### config.mk
export PLATFORM = sky130hd
export DESIGN_NAME = pbrt_ram
export DESIGN_NICKNAME = d
export VERILOG_FILES = /design/src/rtl/pbrt_ram.sv
export SDC_FILE = /design/constraint.sdc
export NUM_CORES = 2
export LEC_CHECK = 0
export BUFFER_PORTS_ARGS = -buffer_cell sky130_fd_sc_hd__buf_2
export CAP_MARGIN = 20
export CORE_MARGIN = 10
export CORE_UTILIZATION = 30
export DETAILED_ROUTE_END_ITERATION = 16
export PLACE_DENSITY = 0.52
export SLEW_MARGIN = 10
export SYNTH_ARGS = -nofsm -noshare
export SYNTH_HDL_FRONTEND = slang
export SYNTH_SLANG_ARGS = --single-unit
export TNS_END_PERCENT = 50
### constraint.sdc
create_clock -name clock -period 8.3 [get_ports clock]
set_input_delay 0.415 -clock clock [delete_from_list [all_inputs] [get_ports clock]]
set_output_delay 0.415 -clock clock [all_outputs]
set_load 0.02 [all_outputs]
### src/rtl/pbrt_ram.sv
// Simple dual-port RAM, one write and one registered read per cycle.
// No dependencies.
module pbrt_ram #(
   parameter int W  = 2,
   parameter int AW = 11
) (
   input  logic          clock,
   input  logic          we,
   input  logic [AW-1:0] waddr,
   input  logic [W-1:0]  wdata,
   input  logic          re,
   input  logic [AW-1:0] raddr,
   output logic [W-1:0]  rdata
);
   logic [W-1:0] mem_ff [2**AW];
   logic [W-1:0] rdata_ff;

   always_ff @(posedge clock) begin
      if (we) begin
         mem_ff[waddr] <= wdata;
      end
      if (re) begin
         rdata_ff <= mem_ff[raddr];
      end
   end

   assign rdata = rdata_ff;
endmodule

==> metrics <==
Yosys Warn Count=0; metal2 WL=256 mm; crit share post-route=61.7%; cell count after placement=17100; Peak Freq=0.195 GHz; clk_lat worst skew=1.00 ns; DR DRC count=0; Setup Skew=0.0530 ns; share of the synthesized area in the top cell type=72.9%; Die Width=770 µm; most numerous cell in the Yosys netlist=edfxtp_1; Slew Viols, Final=0; Buf+Inv Stages, Crit Path=4; maxcap violations=0; final net count=10100; Reg area=123000 µm²; metal1 wirelength=214 mm; largest net degree at the start of global routing=249; ranking of synthesized cells by area=edfxtp_1 73%, mux4_2 8.2%, nor2_1 4.8%; CTS clk-pin slew, worst paths=0.06 ns; Post-Syn Instances=10200; min-delay worst type=in2reg; CTS buffer count=428; register-to-register setup slack=4.29 ns; NetSw=9.65 mW; power share of the combinational group=4.8%; Post-synth EDFFs=4098; kind of critical path=in2reg; Net Count, Synth=10200; Highest Signal Layer=met5; global route overflow=0; CTS tree=done; cells on worst reg2reg path=10; Root Driver=clkbuf_16; total track usage=17.5%; first-pass GRT wire length=749 mm; status=completed; Critical Path Source Type=input port; cts repair resizes=0; vias=96300; initial core utilization=30.1%; CP endpoint kind=flip-flop; Hold Path Origin=waddr[2]; Hold Path Cell Cnt=4; Internal=34.1 mW; Post-Layout Cell Count=18000; Power Density=229 nW/µm²; Placer Congestion=0.823; peak supply drop=0.178 mV; port buffer count=28; Leak Pwr=57.9 nW; Die Y=770 µm; Placeable Area=561000 µm²; RSZ-0062 raised after global routing=false; drt pass-1 iters=7; Seq pwr share=52.1%; register area share after synthesis=72.9%; vias in the first global route=97800; Synth cell types=80; Worst Hold Path EP=mem_ff[1512][1]$_DFFE_PP_; Syn Std Cell Area=169000 µm²; Area growth syn-to-layout=13.2%; share of cells above drive strength 1=16.1%; I/O Pins=29; CP max-delay cell=o31ai_1; Clock Power Share=43.0%; post-DR wirelength/cell=30.0 µm; final hold vios=0; Starting DRT DRC Count=12500; final-report setup violation count=0; WP data required=9.17 ns; post-DP HPWL=317 mm; FP Rows=275; dominant cell type by area after synthesis=edfxtp_1; htree depth=5; syn avg cell area=16.6 µm²; Yosys reg bits=4098; sw frac=22.1%; Top FF cell, synth=edfxtp_1; Post-DRT Antenna Nets=0; # clock sinks=4098; Top delay family on crit path=compound AO/OA/AOI/OAI gates; multi-input logic area=41300 µm²; CP max stage delay=0.88 ns; die area=593000 µm²; total length of routed met3 wires=46.8 mm; top cells by count, synth=4098 x edfxtp_1, 2181 x nor2_1, 798 x mux2i_1, 612 x mux4_2, 446 x clkbuf_1; CP most frequent cell=buf_4; Clock Path Buffers=4; Slew headroom=4.89%; initial antenna violation count=50; clock period minus worst slack=5.12 ns; Tightest Pin Transition=1.43 ns; final WL=538 mm; share of flip-flops with an asynchronous set or reset=0%; CP arrival=5.99 ns; worst r2r src=mem_ff[1529][0]$_DFFE_PP_; detail-routed via count per cell=5.36; reg2reg end=rdata[0]$_DFFE_PP_; Fin Setup TNS=0 ns; critical path fanouts, max=99; CP cell instances=buf_8 > nand2b_4 > buf_12 > buf_4 > o21ai_0 > a21oi_1 > o31ai_1 > buf_4 > and3_1 > nand4_1 > o41ai_1 > or3_1; fill count=53300
==> cells by family (layout without fill, tap and decap cells) <==
family                 Yosys count  in the layout  synth area share, %
buffers and inverters          857           1136                 3.00
and+or+nand+nor               2850           2850                 6.87
DFF                           4098           4098                 72.9
other                            0             23                    0
AOI/OAI and AO/OA              910            910                 3.78
muxes                         1459           1459                 13.5
==> how the worst max path moves through the flow <==
stage,start,endpoint,slack [ns],cells after the start
after floorplan,raddr[1],rdata[0]$_DFFE_PP_,5.40,11
after global placement,raddr[0],rdata[1]$_DFFE_PP_,2.26,12
final,raddr[1],rdata[0]$_DFFE_PP_,3.18,12
after global routing,raddr[1],rdata[0]$_DFFE_PP_,3.32,12
after CTS,raddr[1],rdata[0]$_DFFE_PP_,3.53,12
after detailed placement,raddr[1],rdata[0]$_DFFE_PP_,2.46,12
==> per-stage QoR <==
step | utilization [%] | setup WS, ns | power (mW) | instance area, µm² | hold slack (ns)
2_1_floorplan | - | 5.40 | 24.4 | 169000 | 0.514
4_1_cts | 34.0 | 3.53 | 44.0 | 191000 | 0.0665
6_report | 34.1 | 3.18 | 43.7 | 191000 | 0.139
5_1_grt | 34.1 | 3.32 | 44.9 | 191000 | 0.143
3_3_place_gp | 31.5 | 2.26 | 25.3 | 176000 | 0.815
3_5_place_dp | 31.6 | 2.46 | 25.3 | 177000 | 0.812
==> sequential cells by signal (all words and copies together), names as in the netlist <==
register,count
rdata,2
mem_ff,4096
==> power groups by stage <==
| stage | clock, mW | sequential [mW] | combinational [mW] |
|---|---|---|---|
| global route | 19.9 | 22.8 | 2.21 |
| finish | 18.8 | 22.8 | 2.11 |
| global placement | 0 | 23.2 | 2.07 |
| floorplan | 0 | 23.2 | 1.14 |
| CTS | 19.1 | 22.8 | 2.11 |
| detailed placement | 0 | 23.2 | 2.11 |
==> tightest hold or removal path: stages <==
cell and delay [ns]:
buf_2 0.17, nor3b_2 0.17, nand2_1 0.12, nor2_1 0.07
==> area by class of cell <==
type / instances / share of cell area [%]
flip-flops and latches: 4098 / 64.4
diodes: 23 / 0.0301
multi-input cells: 5219 / 21.6
clock inverters: 279 / 1.31
repair buffers: 348 / 1.94
inverters: 4 / 0.0144
well taps: 7479 / 4.90
clock buffers: 505 / 5.82
==> metal layers <==
layer | vias to the layer above | GRT usage, %
li1 | 39600 | -
met1 | 51000 | 23.4
met2 | 4754 | 28.7
met3 | 943 | 2.94
met4 | 14 | 6.22
met5 | - | 0
==> cells in the final DEF, fill, tap and decap left out, types with 28 or more instances in the layout <==
cell type  instances
o22ai_1          178
nor2_1          2177
a211oi_1          63
o21ai_0          123
bufinv_16         35
clkinv_2         105
buf_8             28
mux4_2           612
nand3_4           32
clkbuf_16        435
mux2i_1          798
a21oi_1          149
edfxtp_1        4098
buf_4            225
nor4_1            60
o221ai_1         251
clkinv_1         100
nand3_1           48
nor3_1           152
buf_12            45
nand2_1          225
clkbuf_1          71
==> timing repair <==
item	in CTS	in global routing
endpoints found under the hold margin	101	0
setup endpoints to repair	0	0
setup buffers	0	0
hold buffers	3	0
Note: power is estimated with default switching activity, not from simulation.
