==> src/rtl/pbrt_pkg.sv <==
// Package of the piece block request tracker: codes, state names and
// shared record types. Depends on nothing.
package pbrt_pkg;

   localparam int unsigned BLOCK_BYTES = 16384;
   localparam int unsigned BLOCK_SHIFT = 14;
   localparam int unsigned RCV_MAX     = 511;
   localparam int unsigned RCV_W       = 9;

   typedef enum logic [2:0] {
      K_NEXT     = 3'd0,
      K_RECEIVED = 3'd1,
      K_REQ_FAIL = 3'd2,
      K_COMPLETE = 3'd3,
      K_FAILED   = 3'd4,
      K_QUERY    = 3'd5
   } kind_type;

   typedef enum logic [1:0] {
      ST_OK    = 2'd0,
      ST_NONE  = 2'd1,
      ST_FULL  = 2'd2,
      ST_RANGE = 2'd3
   } status_type;

   typedef enum logic [1:0] {
      BS_PENDING   = 2'd0,
      BS_REQUESTED = 2'd1,
      BS_RECEIVED  = 2'd2
   } blk_state_type;

   typedef enum logic [1:0] {
      CSR_PIECE_SIZE = 2'd0,
      CSR_FILE_SIZE  = 2'd1,
      CSR_PIECE_CNT  = 2'd2
   } csr_index_type;

   typedef enum logic [3:0] {
      S_CLR,
      S_IDLE,
      S_LEN,
      S_EXEC,
      S_WIPE,
      S_SCAN,
      S_SCHK,
      S_MATCH,
      S_MCHK,
      S_DONE
   } seq_state_type;

   // request to the piece length unit
   typedef struct packed {
      logic        start;
      logic [11:0] idx;
      logic        last;
   } len_req_type;

   // one result item
   typedef struct packed {
      status_type  status;
      logic        found;
      logic [21:0] boff;
      logic [14:0] blen;
      logic        full;
      logic        pend;
      logic        have;
   } res_type;

endpackage

==> src/rtl/pbrt_len_unit.sv <==
// Piece length unit: two-stage multiply and saturate giving a piece's
// byte length. Depends on pbrt_pkg.
module pbrt_len_unit #(
   parameter int MAX_BLOCKS = 256,
   parameter int LEN_W      = 23
) (
   input  logic               clock,
   input  logic               reset,
   input  pbrt_pkg::len_req_type req,
   input  logic [22:0]        piece_size,
   input  logic [34:0]        file_size,
   output logic [LEN_W-1:0]   len,
   output logic               done
);
   localparam longint unsigned CAP = longint'(MAX_BLOCKS) * pbrt_pkg::BLOCK_BYTES;

   logic [34:0]      prod_ff;
   logic             last_ff;
   logic             stg1_ff;
   logic             done_ff;
   logic [LEN_W-1:0] len_ff;
   logic [34:0]      raw;

   // stage 1: bytes before the piece, when it is the last one
   always_ff @(posedge clock) begin
      if (req.start) begin
         prod_ff <= 35'(req.idx) * 35'(piece_size);
         last_ff <= req.last;
      end
   end

   // stage 2: remaining length for the last piece, else the piece size, saturated to the cap
   always_comb begin
      if (last_ff) begin
         raw = (file_size > prod_ff) ? file_size - prod_ff : 35'd0;
      end else begin
         raw = 35'(piece_size);
      end
   end

   // length held until the next request
   always_ff @(posedge clock) begin
      if (stg1_ff) begin
         len_ff <= (raw > 35'(CAP)) ? LEN_W'(CAP) : LEN_W'(raw);
      end
   end

   always_ff @(posedge clock) begin
      if (reset) begin
         stg1_ff <= 1'b0;
         done_ff <= 1'b0;
      end else begin
         stg1_ff <= req.start;
         done_ff <= stg1_ff;
      end
   end

   assign len  = len_ff;
   assign done = done_ff;
endmodule

==> config.mk <==
export PLATFORM = sky130hd
export DESIGN_NAME = pbrt_len_unit
export DESIGN_NICKNAME = d
export VERILOG_FILES = /design/src/rtl/pbrt_pkg.sv /design/src/rtl/pbrt_len_unit.sv
export SDC_FILE = /design/constraint.sdc
export NUM_CORES = 1
export LEC_CHECK = 0
export BUFFER_PORTS_ARGS = -buffer_cell sky130_fd_sc_hd__buf_2
export CORE_UTILIZATION = 60
export CTS_CLUSTER_DIAMETER = 40
export CTS_CLUSTER_SIZE = 24
export DETAILED_ROUTE_END_ITERATION = 8
export PLACE_DENSITY = 0.89
export SETUP_SLACK_MARGIN = 0.2
export SYNTH_ARGS = -nofsm -noshare
export SYNTH_HDL_FRONTEND = slang
export SYNTH_SLANG_ARGS = --single-unit
==> constraint.sdc <==
create_clock -name clock -period 20.3 [get_ports clock]
set_input_delay 4.06 -clock clock [delete_from_list [all_inputs] [get_ports clock]]
set_output_delay 4.06 -clock clock [all_outputs]
set_load 0.005 [all_outputs]
==> reports/qor.csv, run 1 <==
metric;value;unit
status;finished, final reports clean;
CTS tree;built;
H-tree levels;3;
Slew Limit Fails;0;
hold_sp;stg1_ff$_SDFF_PP0_;
clk_lat worst skew;0.34;ns
num ports;98;
Post-CTS Setup Inserts;0;
DR iter-0 viols;1085;
Post-synth ARST share;0;
CP startpoint kind;primary input;
DP Cell Count;1815;
Synth top area share;0.321;
Max-Cap Viols;0;
Crit. End Element;flip-flop;
DR DRC count;0;
clock power share;0.064;
worst r2r src;prod_ff[0]$_DFFE_PP_;
core region area;21300;um2
DR vias/cell;5.99;
cts hold-fix bufs;0;
post-place setup slack;10.24;ns
setup ws final;10.58;ns
Int Power;0.00115;W
xor/xnor share of the synthesized area;0.0333;
Sw Share;0.508;
post-synthesis compound-gate area fraction;0.116;
routability congestion estimate;0.997;
PwrDens;166;nW/um2
combinational power share;0.820;
highest-count cells in the layout ignoring fill and taps;289 x inv_1, 233 x nand2_1, 211 x fa_1;
final-report hold violation count;0;
Avg Synthesized Cell Area;8.76;um2
Longest Clk Path Bufs;2;
sum of negative setup slack;0;ns
number of global-route vias before repair;11500;
Die Area;22500;um2
switching power;0.00119;W
nets@finish;1944;
unrepaired setup endpoints after global routing;false;
diode count;0;
Synth Area in Adders;0.424;
initial antenna violation count;0;
M1 WL;13.4;mm
Peak Freq;0.103;GHz
synthesis-to-finish area growth;6.79;%
peak supply drop;0.127;mV
first-pass detailed-route iteration total;5;
largest net degree at the start of global routing;38;
fraction of layout cells with a size suffix above 1;0.102;
Pleak;7.01;nW
minimum clock period;9.72;ns
drt wl/cell;19.0;um
clock skew;0.00609;ns
EDFF count, synth;59;
largest family of logic cells by synthesized area;adder cells;
Seq pwr share;0.117;
first-pass GRT wire length;57.2;mm
total power;0.00234;W
FF+latch count, synth;61;
fin cells;1831;
critical path arrival;9.81;ns
slew margin rel.;0.347;
Rows;53;
initial core utilization;0.618;
Syn Inst Count;1501;
PortBufs;97;
class of the most critical setup path;in -> reg;
CTS buffer count;9;
Die W;150;um
Die Y;150;um
cell taking the most area after synthesis;fa_1;
uppermost layer routed;met4;
critical path data required time;20.38;ns
cts repair resizes;0;
minimum hold slack;0.937;ns
metal2 WL;16.7;mm
count of different cell masters after synthesis;76;
Slew @ Worst Pin;0.978;ns
vias;11000;
predominant post-synthesis flop cell;edfxtp_1;
Ys Warns;0;
GRT Total Usage;0.330;
class of the tightest hold or removal check;reg -> reg;
crit path from;req[4];
final setup fails;0;
syn nets;1894;
root buffer cell;clkbuf_16;
antenna viol nets, final;0;
mux contribution to synthesized area;0.00228;
CP max FO;23;
Remaining Overflow, GRT;0;
Final Cycle Share;0.479;
post-synthesis cell area;13200;um2
final wirelength;34.8;mm
Clock Pin Slew Worst Setup and Hold Paths;0.06;ns
DP HPWL;27.5;mm
most common cell after layout, fill and taps aside;inv_1;
Seq/Total Area, Yosys;0.138;
met3 wire len;3.68;mm
top area cells in the synthesized netlist;fa_1 32%, edfxtp_1 13%, ha_1 10%, inv_1 8.2%, nand2_1 6.7%;
clk sinks;61;
Synth Area in Simple Gates;0.185;
-- Yosys cell counts, types with 4 or more instances --
| cell type | count |
|---|---|
| a211o_1 | 7 |
| a211oi_1 | 9 |
| a21o_1 | 18 |
| a21oi_1 | 79 |
| a22oi_1 | 6 |
| and2_1 | 89 |
| and3_1 | 10 |
| buf_2 | 4 |
| clkbuf_1 | 54 |
| edfxtp_1 | 59 |
| fa_1 | 211 |
| ha_1 | 108 |
| inv_1 | 289 |
| nand2_1 | 233 |
| nand2b_1 | 5 |
| nand3_1 | 21 |
| nand4_1 | 7 |
| nor2_1 | 56 |
| nor2b_1 | 12 |
| nor3_1 | 9 |
| nor3_2 | 21 |
| nor4_1 | 5 |
| o21a_1 | 14 |
| o21ai_0 | 27 |
| o21ai_1 | 7 |
| o31ai_1 | 5 |
| or3_1 | 8 |
| xnor2_1 | 36 |
| xor2_1 | 14 |
-- final timing paths --
kind                            slack (ns)               endpoint  cells past startpoint
worst min register to register        0.94   len[7]$_SDFFCE_PN0P_                      0
worst max-delay path                 10.58  prod_ff[33]$_DFFE_PP_                     20
worst max register to register       16.00  len[22]$_SDFFCE_PN1P_                     14
worst min-delay path                  0.94   len[7]$_SDFFCE_PN0P_                      0
-- power groups by stage --
| stage | logic, W | clock network (W) | registers [W] |
|---|---|---|---|
| after global placement | 0.00180 | 0 | 0.000273 |
| after global routing | 0.00213 | 0.000154 | 0.000275 |
| after CTS | 0.00188 | 0.000149 | 0.000272 |
| after floorplan | 0.00145 | 0 | 0.000272 |
| after detailed placement | 0.00186 | 0 | 0.000275 |
| final | 0.00191 | 0.000148 | 0.000272 |
-- stage by stage --
stage	utilization	area (um2)
floorplan	-	13200
global placement	0.646	13800
detailed placement	0.646	13800
CTS	0.660	14000
global route	0.660	14000
finish	0.660	14000
-- cell type report --
cell class,count,area (um2)
flip-flops and latches,61,1810
well taps,275,344
clock inverters,5,41.3
fillers,1682,7240
repair buffers,100,508
clock buffers,11,253
inverters,289,1080
multi-input cells,1090,10000
-- state kept, by name, indices dropped and copies added, names as in the netlist --
name / cells
len: 23
last_ff: 1
stg1_ff: 1
prod_ff: 35
done: 1
-- routing by layer --
metal / vias up / track usage
met5: - / 0
met4: 0 / 0.121
met3: 97 / 0.0631
met2: 652 / 0.556
met1: 5334 / 0.423
li1: 4881 / -
-- logic make-up after synthesis --
kind of cell	count (synthesis)
simple gates	494
buf+inv	350
fa+ha+maj	319
compound gates	224
flops	61
xor+xnor	50
mux	3
-- critical path, stage by stage --
cell,delay [ns]
buf_2,0.37
nand2_1,0.15
fa_1,0.58
fa_1,0.45
fa_1,0.54
inv_1,0.05
fa_1,0.47
inv_1,0.05
fa_1,0.47
inv_1,0.04
ha_1,0.20
or2_1,0.28
o41ai_1,0.34
a21oi_1,0.22
a311o_1,0.42
nand2_1,0.11
o211ai_1,0.16
or4_1,0.47
a311oi_1,0.28
xnor2_1,0.09
(Power assumes the default switching activity.)
==> run 2: changes to the inputs <==
Clock period 20.3 ns to 9.9 ns, I/O delays scaled along.
==> run 2 against run 1 <==
Against the previous run: sequential power increased by 100%; largest cell class unchanged; worst hold slack got worse by 0.0098 ns; cell area unchanged; clock skew increased by 0.0032 ns; critical path type unchanged.
==> reports/qor.csv, run 2 (synthesis gave the netlist of run 1 again) <==
metric;value;unit;change
status;finished, final reports clean;;
Biggest register;prod_ff;;
diode count;0;;unchanged
CP startpoint kind;primary input;;
fraction of layout cells with a size suffix above 1;0.102;;unchanged
critical path data required time;9.98;ns;-10.40 ns
CP max stage cell;fa_1;;
worst reg-to-reg setup slack;5.69;ns;-10.31 ns
minimum clock period;7.71;ns;
cts hold-fix bufs;0;;unchanged
CP max FO;23;;unchanged
most common cell after layout, fill and taps aside;inv_1;;
Post-CTS Setup Inserts;0;;unchanged
clock skew;0.00927;ns;+0.00318 ns
antenna viol nets, final;0;;unchanged
H-tree levels;3;;unchanged
highest-count cells in the layout ignoring fill and taps;289 x inv_1, 233 x nand2_1, 211 x fa_1;;
Die W;150;um;unchanged
PortBufs;97;;unchanged
number of global-route vias before repair;11300;;-1.6%
num ports;98;;unchanged
Buf/Inv on CP;4;;unchanged
critical path arrival;7.79;ns;-2.02 ns
cell mode on critical path;fa_1;;
DR vias/cell;5.88;;-1.7%
slew margin rel.;0.358;;+0.0110
total power;0.00481;W;+110%
Rows;53;;unchanged
PwrDens;342;nW/um2;+110%
first-pass GRT wire length;56.3;mm;-1.6%
class of the most critical setup path;in -> reg;;
peak supply drop;0.283;mV;+120%
drt wl/cell;18.7;um;-1.4%
DP HPWL;27.3;mm;-0.73%
clk_lat worst skew;0.34;ns;about the same
Clock Pin Slew Worst Setup and Hold Paths;0.05;ns;about the same
class of the tightest hold or removal check;reg -> reg;;
nets@finish;1944;;unchanged
post-place setup slack;1.87;ns;-8.37 ns
Slew @ Worst Pin;0.962;ns;-0.0165 ns
Final Cycle Share;0.779;;
vias;10800;;-1.7%
Die Area;22500;um2;unchanged
clk sinks;61;;unchanged
unrepaired setup endpoints after global routing;false;;
setup ws final;2.19;ns;-8.39 ns
CTS tree;built;;
Crit. End Element;flip-flop;;
DR iter-0 viols;888;;-18%
CP peak stage delay;0.58;ns;about the same
Slew Limit Fails;0;;unchanged
delay-heaviest family, CP;adder cells;;
final setup fails;0;;unchanged
sum of negative setup slack;0;ns;unchanged
routability congestion estimate;0.997;;about the same
root buffer cell;clkbuf_16;;
Longest Clk Path Bufs;2;;unchanged
initial antenna violation count;0;;unchanged
final-report hold violation count;0;;unchanged
first-pass detailed-route iteration total;5;;unchanged
CTS buffer count;9;;unchanged
Peak Freq;0.130;GHz;
final wirelength;34.3;mm;-1.4%
DP Cell Count;1815;;unchanged
Die Y;150;um;unchanged
initial core utilization;0.618;;unchanged
largest net degree at the start of global routing;38;;unchanged
max reg flops;35;;unchanged
fin cells;1831;;unchanged
DR DRC count;0;;unchanged
core region area;21300;um2;unchanged
Pleak;7.01;nW;about the same
cts repair resizes;0;;unchanged
GRT Total Usage;0.327;;-0.00329
cells along the critical path;buf_2 -> nand2_1 -> fa_1 -> fa_1 -> fa_1 -> inv_1 -> fa_1 -> inv_1 -> fa_1 -> inv_1 -> ha_1 -> or2_1 -> o41ai_1 -> a21oi_1 -> a311o_1 -> nand2_1 -> o211ai_1 -> or4_1 -> a311oi_1 -> xnor2_1;;
Max-Cap Viols;0;;unchanged
synthesis-to-finish area growth;6.79;%;unchanged
Remaining Overflow, GRT;0;;unchanged
run 2: cell types whose count changed in the layout (fill, tap and decap cells not counted):
cell      change
clkinv_4      -1
inv_6         +1
run 2: worst paths after layout:
check	startpoint	endpoint	cells after the start
hold / removal	stg1_ff$_SDFF_PP0_	len[4]$_SDFFCE_PN0P_	0
setup / recovery	req[4]	prod_ff[33]$_DFFE_PP_	20
setup reg to reg	prod_ff[0]$_DFFE_PP_	len[22]$_SDFFCE_PN1P_	14
hold reg to reg	stg1_ff$_SDFF_PP0_	len[4]$_SDFFCE_PN0P_	0
run 2: area by class of cell:
cell class	instances	area, um2
Clock inverter	5	41.3
Fill cell	1685	7240
Clock buffer	11	253
Sequential cell	61	1810
Inverter	289	1080
Timing Repair Buffer	100	508
Tap cell	275	344
Multi-Input combinational cell	1090	10000
run 2: worst reg2reg max path, stage by stage (launching register included):
cell	delay, ns
edfxtp_1	0.33
ha_1	0.17
inv_1	0.06
fa_1	0.41
a21o_1	0.24
a221oi_2	0.42
nor3_2	0.12
o21ai_1	0.45
o21ai_2	0.23
mux2i_1	0.17
or4_1	0.44
a2111oi_2	0.33
a21oi_2	0.09
buf_4	0.25
or2_1	0.27
run 2: stage by stage:
stage               utilization  hold slack [ns]  instance area [um2]
floorplan                     -            0.798                13200
global placement          0.646            0.898                13800
detailed placement        0.646            0.932                13800
CTS                       0.660            0.943                14000
global route              0.660             1.01                14000
finish                    0.660            0.927                14000
run 2: power by group:
group	total (W)	switching [W]	internal [W]
Combinational	0.00394	0.00231	0.00163
Sequential	0.000557	0.0000219	0.000535
Clock	0.000307	0.000121	0.000185
run 2: per-layer routing:
metal  global-route usage  vias up  wire length (um)
met5                    0        -                 0
met4                0.121        0               907
met3               0.0662       82              3550
met2                0.543      583             16300
met1                0.422     5222             13600
li1                     -     4888                 -
